$ cat config.mk
export PLATFORM = sky130hd
export DESIGN_NAME = srd_divmod
export DESIGN_NICKNAME = d
export VERILOG_FILES = /design/src/hdl/srd_pkg.sv /design/src/hdl/srd_divmod.sv
export SDC_FILE = /design/constraint.sdc
export NUM_CORES = 1
export LEC_CHECK = 0
export BUFFER_PORTS_ARGS = -buffer_cell sky130_fd_sc_hd__buf_2
export CAP_MARGIN = 25
export CORE_MARGIN = 3
export CORE_UTILIZATION = 55
export DETAILED_ROUTE_END_ITERATION = 7
export PLACE_DENSITY = 0.8
export SYNTH_ARGS = -nofsm -noshare
export SYNTH_HDL_FRONTEND = slang
export SYNTH_SLANG_ARGS = --single-unit
$ cat constraint.sdc
create_clock -name i_clk -period 12.45 [get_ports i_clk]
set_input_delay 2.49 -clock i_clk [delete_from_list [all_inputs] [get_ports i_clk]]
set_output_delay 2.49 -clock i_clk [all_outputs]
set_load 0.005 [all_outputs]
$ cat src/hdl/srd_pkg.sv
// Shared types, codes and constants of the segmented stream decryptor.
package srd_pkg;

    // Store depth used when the top level is not given one.
    localparam int MAX_KEY_LEN_DEF = 1024;

    // Item kinds.
    localparam logic [1:0] KIND_LOAD  = 2'd0;
    localparam logic [1:0] KIND_START = 2'd1;
    localparam logic [1:0] KIND_DATA  = 2'd2;

    // Stream layout.
    localparam logic [7:0]  HEAD_LEN    = 8'h80;
    localparam logic [12:0] SEGMENT_LEN = 13'h1400;
    localparam logic [10:0] KEY_LEN_RST = 11'd512;

    // Segment key arithmetic: 100 * hash over (s + 1) * seed.
    localparam logic [6:0] SCALE  = 7'd100;
    localparam int         DVD_W  = 39;
    localparam int         DVS_W  = 41;
    localparam int         STEP_W = 6;
    localparam int         QLOW_W = 9;
    localparam int         DISC_W = 10;

    // Control of the serial divide unit.
    typedef struct packed {
        logic              start;
        logic [STEP_W-1:0] steps;
    } t_div_req;

    typedef struct packed {
        logic done;
    } t_div_rsp;

    // Sequencer states.
    typedef enum logic [4:0] {
        S_IDLE,
        S_H_RD,
        S_H_CHK,
        S_RED,
        S_DIV_W,
        S_HD_SEED_RD,
        S_HD_SEED,
        S_HD_KEY_RD,
        S_HD_OUT,
        S_RK_INIT,
        S_RK_MIX_RD,
        S_RK_MIX_SUM,
        S_RK_MIX_RDJ,
        S_RK_MIX_SW,
        S_RK_MIX_SW2,
        S_RK_SEED_RD,
        S_RK_SEED,
        S_RK_DISC,
        S_KS,
        S_KS_IRD,
        S_KS_A,
        S_KS_JRD,
        S_KS_SW,
        S_KS_SW2,
        S_KS_ORD,
        S_KS_OUT,
        S_EMIT
    } t_state;

endpackage

$ cat src/hdl/srd_divmod.sv
// Serial restoring divider whose quotient bits are also reduced modulo the key length.
module srd_divmod #(
    parameter int MAX_KEY_LEN = srd_pkg::MAX_KEY_LEN_DEF
) (
    input  logic                              i_clk,
    input  logic                              i_rst_n,
    input  srd_pkg::t_div_req                 i_req,
    input  logic [srd_pkg::DVD_W-1:0]         i_dividend,
    input  logic [srd_pkg::DVS_W-1:0]         i_divisor,
    input  logic [$clog2(MAX_KEY_LEN):0]      i_modulus,
    output srd_pkg::t_div_rsp                 o_rsp,
    output logic [srd_pkg::QLOW_W-1:0]        o_quot_low,
    output logic [$clog2(MAX_KEY_LEN)-1:0]    o_rem
);
    import srd_pkg::*;

    localparam int AW = $clog2(MAX_KEY_LEN);
    localparam int NW = AW + 1;

    logic [DVD_W-1:0]  r_dvd;
    logic [DVS_W-1:0]  r_dvs;
    logic [DVS_W-1:0]  r_rem;
    logic [NW-1:0]     r_acc;
    logic [QLOW_W-1:0] r_q;
    logic [STEP_W-1:0] r_cnt;
    logic              r_busy;
    logic              r_done;

    logic [DVS_W:0]    w_trial;
    logic              w_qb;
    logic [DVS_W-1:0]  w_rem_nx;
    logic [NW:0]       w_acc2;
    logic [NW-1:0]     w_acc_nx;

    // One quotient bit per cycle; the bit is folded into a running residue mod N.
    always_comb begin
        w_trial  = {r_rem, r_dvd[DVD_W-1]};
        w_qb     = (w_trial >= {1'b0, r_dvs});
        w_rem_nx = w_qb ? DVS_W'(w_trial - {1'b0, r_dvs}) : DVS_W'(w_trial);
        w_acc2   = {r_acc, w_qb};
        w_acc_nx = (w_acc2 >= {1'b0, i_modulus}) ? NW'(w_acc2 - {1'b0, i_modulus})
                                                 : NW'(w_acc2);
    end

    // Step counter and completion flag.
    always_ff @(posedge i_clk) begin
        if (!i_rst_n) begin
            r_busy <= 1'b0;
            r_done <= 1'b0;
            r_cnt  <= '0;
        end else begin
            r_done <= r_busy && (r_cnt == STEP_W'(1));
            if (i_req.start) begin
                r_busy <= 1'b1;
                r_cnt  <= i_req.steps;
            end else if (r_busy) begin
                r_cnt <= r_cnt - STEP_W'(1);
                if (r_cnt == STEP_W'(1)) begin
                    r_busy <= 1'b0;
                end
            end
        end
    end

    // Datapath registers.
    always_ff @(posedge i_clk) begin
        if (i_req.start) begin
            r_dvd <= i_dividend;
            r_dvs <= i_divisor;
            r_rem <= '0;
            r_acc <= '0;
            r_q   <= '0;
        end else if (r_busy) begin
            r_dvd <= r_dvd << 1;
            r_rem <= w_rem_nx;
            r_acc <= w_acc_nx;
            r_q   <= {r_q[QLOW_W-2:0], w_qb};
        end
    end

    assign o_rsp.done = r_done;
    assign o_quot_low = r_q;
    assign o_rem      = r_acc[AW-1:0];

endmodule

* Word-level counts from Yosys, hierarchy flattened *
Index checks and enable logic that the tools add are counted.

word-level totals
  output and inout bits = 20
  register bits = 149

cells by class
  magnitude comparators = 2
  reductions and logical operators = 2
  eq/ne operators = 1
  multiplexer cells = 9
  add/sub/neg operators = 3

operator list
  cell                                                 number
  two-way mux 39 bit                                   2
  greater-or-equal comparator 42 x 41 -> 1 bit         1
  two-way mux 41 bit                                   1
  subtractor 41 bit                                    1
  greater-or-equal comparator 12 x 11 -> 1 bit         1
  two-way mux 6 bit                                    2
  two-way mux 11 bit                                   1
  subtractor 11 bit                                    1
  equality test 6 x 1 -> 1 bit, second input constant  1
  subtractor 6 x 1 -> 6 bit, second input constant     1
  two-way mux 1 bit                                    3
  nonzero test 2 bit                                   1
  logical AND 1 bit                                    1

* Depth between registers and ports, before layout *
  word-level depth = 4
  mapped depth = 25
  depth with buffers taken out = 23

* Worst setup path after synthesis *
Ideal clock, no wire load.

  path kind = input -> register
  start point = in i_modulus[0]
  end point = reg r_acc[2]
  data arrival time = 4.724 ns
  stages on the path = 12
  setup slack = 7.609 ns
  setup time = 0.117 ns
  data required time = 12.333 ns
  cells stage by stage = ha_1 > inv_1 > fa_1 > a21o_1 > a21oi_1 > o221ai_1 > a21oi_1 > o21bai_1 > a21oi_2 > buf_2 > o21ai_0 > a22o_1

between the ends
  longest elaborated chain between the ends = 2
  elaborated cells on any way between the ends = 3
  those cells by class = add/sub (1); order compare (1); mux (1)

RTL lines
  element                                                                                   line              text
  start: declaration                                                                        srd_divmod.sv:10  input logic [$clog2(MAX_KEY_LEN):0] i_modulus,
  subtractor 11 bit / greater-or-equal comparator 12 x 11 -> 1 bit (equally long branches)  srd_divmod.sv:41  w_acc_nx = (w_acc2 >= {1'b0, i_modulus}) ? NW'(w_acc2 - {1'b0, i_modulus})
  two-way mux 11 bit (*)                                                                    srd_divmod.sv:41
  end signal: assignment                                                                    srd_divmod.sv:76  r_acc <= w_acc_nx;
  end: declaration                                                                          srd_divmod.sv:23  logic [NW-1:0] r_acc;

Every way passes the cells marked *; elsewhere a longest branch is shown, timed or not.
A chain may end at the register's enable or synchronous reset.

* Worst setup path after layout *
  start point = reg r_dvs[9]
  end point = reg r_acc[3]

between the ends
  longest elaborated chain between the ends = 3
  elaborated cells on any way between the ends = 4
  those cells by class = add/sub (1); order compare (2); mux (1)

RTL lines
  element                                                                                   line              text
  start: declaration                                                                        srd_divmod.sv:21  logic [DVS_W-1:0] r_dvs;
  start signal: assignment                                                                  srd_divmod.sv:69  r_dvs <= i_divisor;
  greater-or-equal comparator 42 x 41 -> 1 bit (*)                                          srd_divmod.sv:38  w_qb = (w_trial >= {1'b0, r_dvs});
  subtractor 11 bit / greater-or-equal comparator 12 x 11 -> 1 bit (equally long branches)  srd_divmod.sv:41
  two-way mux 11 bit (*)                                                                    srd_divmod.sv:41

Marked as above.

==> results.yml <==
global_routing:
  grt_usage_pct: 22.30
  grt_pass1_vias: 6840
  grt.overflow.total: 0
  grt_pass1_wl_um: 32740
  antenna_found_initial: 0
  grt_max_degree: 99
final_layout:
  diodes: 0
  postLayoutCellArea_mm2: 0.01014
  fin_nets: 1197
  fin_util_pct: 65.25
  drive_above_1_share_pct: 19.92
  syn_to_final_growth_pct: 13.64
  num-fill-cells: 1267
power_and_ir_drop:
  ir_drop_v: 0.00009841
  p_total_mw: 1.424
  leakagePower_nw: 4.352
  power_density_mw_per_mm2: 140.4
placement:
  dp_hpwl_um: 13940
  place_congestion: 0.9296
  dp_slack_ns: 6.542
  io_buffers: 119
  placed_area_mm2: 0.009514
sta:
  tns_ns: 0
  worst_slack_ns: 6.464
  period_share_pct: 48.08
  rsz0062_at_grt: "no"
  max_freq_mhz: 167.1
  post-route-min-period_ns: 5.986
  drv_slew: 0
  max_slew_margin_pct: 34.88
  worst_pin_slew_ns: 0.9733
  hold_viol_final: 0
  finalSetupViolations: 0
  finClkSkew_ns: 0.01067
job:
  maxCapViolations: 0
routing:
  drt_iter0_drc: 662
  drtPass1Iterations: 5
  wl_um: 19880
  ant_nets: 0
  drc: 0
  dr_total_vias: 7251
  wl_per_cell_um: 15.71
  viasPerCell: 5.732
clock_network:
  cts.clk_slew.worst_paths_ns: 0.06
  cts.sinks: 149
  cts_tree: "yes"
  clock_latency_ns: 0.43
  root_buffer: "clkbuf_16"
  ctsHoldBuffers: 0
  cts_buffers: 17
  cts_resized: 0
  post-cts-setup-buffers: 0
  htreeDepth: 4
  cts_buffer_depth: 2
critical_path:
  crit_type: "flop to flop"
  endpoint_kind: "flop"
  arrival_ns: 6.32
  path_max_fanout: 45
  crit_required_ns: 12.79
  path_cells: "inv_1 > ha_1 > a21oi_1 > nand3_1 > nor3_1 > o31ai_2 > a21oi_2 > o21bai_4 > a31o_4 > inv_2 > ha_1 > inv_1 > fa_1 > a21o_1 > a21oi_1 > o221ai_1 > a21oi_1 > o21bai_1 > a21oi_2 > nand2_1 > o31a_1 > a211oi_1"
  crit_top_cell: "a21oi_1"
  slowest_stage: "inv_2"
  max_stage_delay_ns: 0.65
  startpoint_type: "flop"
outcome:
  status: "complete, no violations"
logic_synthesis:
  synthTopCellsByArea: "edfxtp_1 (27%), dfxtp_1 (15%), ha_1 (7.6%)"
  synth.most_common_cell: "nand2_1"
  synth_compound_area_share_pct: 17.12
  synth_seq_cells: 149
  async_reset_ff_share_pct: 0
  synth-edff-count: 80
  syn_area_mm2: 0.008922
  synthDistinctLibCells: 67
  synth_common_cells: "nand2_1 (109), nor2_1 (85), edfxtp_1 (80)"
  yosys_warnings: 0
  synth_xor_area_share_pct: 4.221
  synthAdderAreaFrac_pct: 8.021
  ys_seq_area_share_pct: 42.41
  synthCells: 955
  synth.mux.area_fraction_pct: 6.142
  syn_nets: 1111
  yosys.area.top_type: "edfxtp_1"
  synth_top_area_share_pct: 26.92
  synthFlopType: "edfxtp_1"
  yosys.area_share.simple_pct: 15.40
  synth_top_family_by_area: "compound AO/OA/AOI/OAI gates"
  syn_avg_cell_area_um2: 9.343
hold_path:
  hp-class: "flop to flop"
floorplan:
  fp.coreArea_mm2: 0.01554
  die_y_um: 133.4
  rows: 45
  ios: 120
  die_x_um: 133.4
  initial_utilization_pct: 57.42
  dieArea_mm2: 0.01779
-- critical path, delay by kind of cell (launching register included) --
family,cells,cell delay [ns]
AOI/OAI and AO/OA,13,3.15
adders and majority gates,3,1.10
buffers and inverters,3,0.75
DFF,1,0.32
and+or+nand+nor,3,0.56
-- report_power, final --
| part | leakage (nW) | switching [mW] | internal, mW | total [mW] |
|---|---|---|---|---|
| clock | 0.282 | 0.228 | 0.283 | 0.511 |
| sequential | 1.36 | 0.0231 | 0.564 | 0.587 |
| combinational | 2.71 | 0.192 | 0.133 | 0.325 |
-- through the flow --
step,cells,hold slack (ns)
after global routing,1265,0.5211
after global placement,1231,0.4546
final,1265,0.4791
after detailed placement,1231,0.4636
after floorplan,955,0.4366
after CTS,1263,0.4778
-- layer usage --
metal	GRT usage, %	wire length [µm]	vias to the layer above
li1	-	-	3589
met1	29.96	9135	3398
met2	36.12	9314	228
met3	4.645	1051	36
met4	7.486	374	0
met5	0	0	-
-- final cells by class --
type	instances	area (µm²)	area share [%]
Multi-Input combinational cell	669	4542	44.79
Sequential cell	149	3787	37.35
Inverter	80	300.3	2.962
Clock inverter	15	165.2	1.629
Timing Repair Buffer	124	655.6	6.466
Clock buffer	17	425.4	4.195
Tap cell	211	264.0	2.604
-- sequential cells by signal, summed over array words and instances, names as in the netlist --
signal / count
o_quot_low: 9
o_rsp: 1
r_acc: 11
r_busy: 1
r_cnt: 6
r_dvd: 39
r_dvs: 41
r_rem: 41
-- kinds of logic (layout without fill, tap and decap cells) --
kind of cell,Yosys count,count (layout)
AO/OA/AOI/OAI,221,221
buffers and inverters,137,236
AND/OR/NAND/NOR,299,299
flip-flops,149,149
adder cells (fa/ha/maj),56,56
XOR/XNOR,43,43
multiplexers,50,50
-- final timing paths --
check | startpoint | end | slack, ns | depth (start not counted)
max reg2reg | r_dvs[9] | r_acc[3] | 6.46 | 22
min | r_acc[10] | r_acc[10] | 0.48 | 1
max | r_dvs[9] | r_acc[3] | 6.46 | 22
min reg2reg | r_acc[10] | r_acc[10] | 0.48 | 1
-- cell usage in the layout, fill, tap and decap left out, types with 5 or more instances in the layout --
| cell type | count |
|---|---|
| edfxtp_1 | 80 |
| clkbuf_16 | 17 |
| nand4_1 | 15 |
| dfxtp_1 | 68 |
| o31ai_1 | 6 |
| mux2i_1 | 12 |
| nand2_1 | 109 |
| a211oi_1 | 17 |
| nor2_1 | 85 |
| buf_2 | 118 |
| or3_1 | 8 |
| xnor2_1 | 24 |
| and2_1 | 8 |
| xor2_1 | 19 |
| mux2_2 | 38 |
| nor2b_1 | 9 |
| a32oi_1 | 5 |
| nand3_1 | 26 |
| nand2b_1 | 6 |
| and3_1 | 5 |
| a311oi_1 | 30 |
| nor3_1 | 12 |
| a21oi_1 | 61 |
| o21ai_0 | 33 |
| ha_1 | 54 |
| inv_1 | 79 |
| buf_4 | 5 |
| a21o_1 | 13 |
Note: power is estimated with default switching activity, not from simulation.
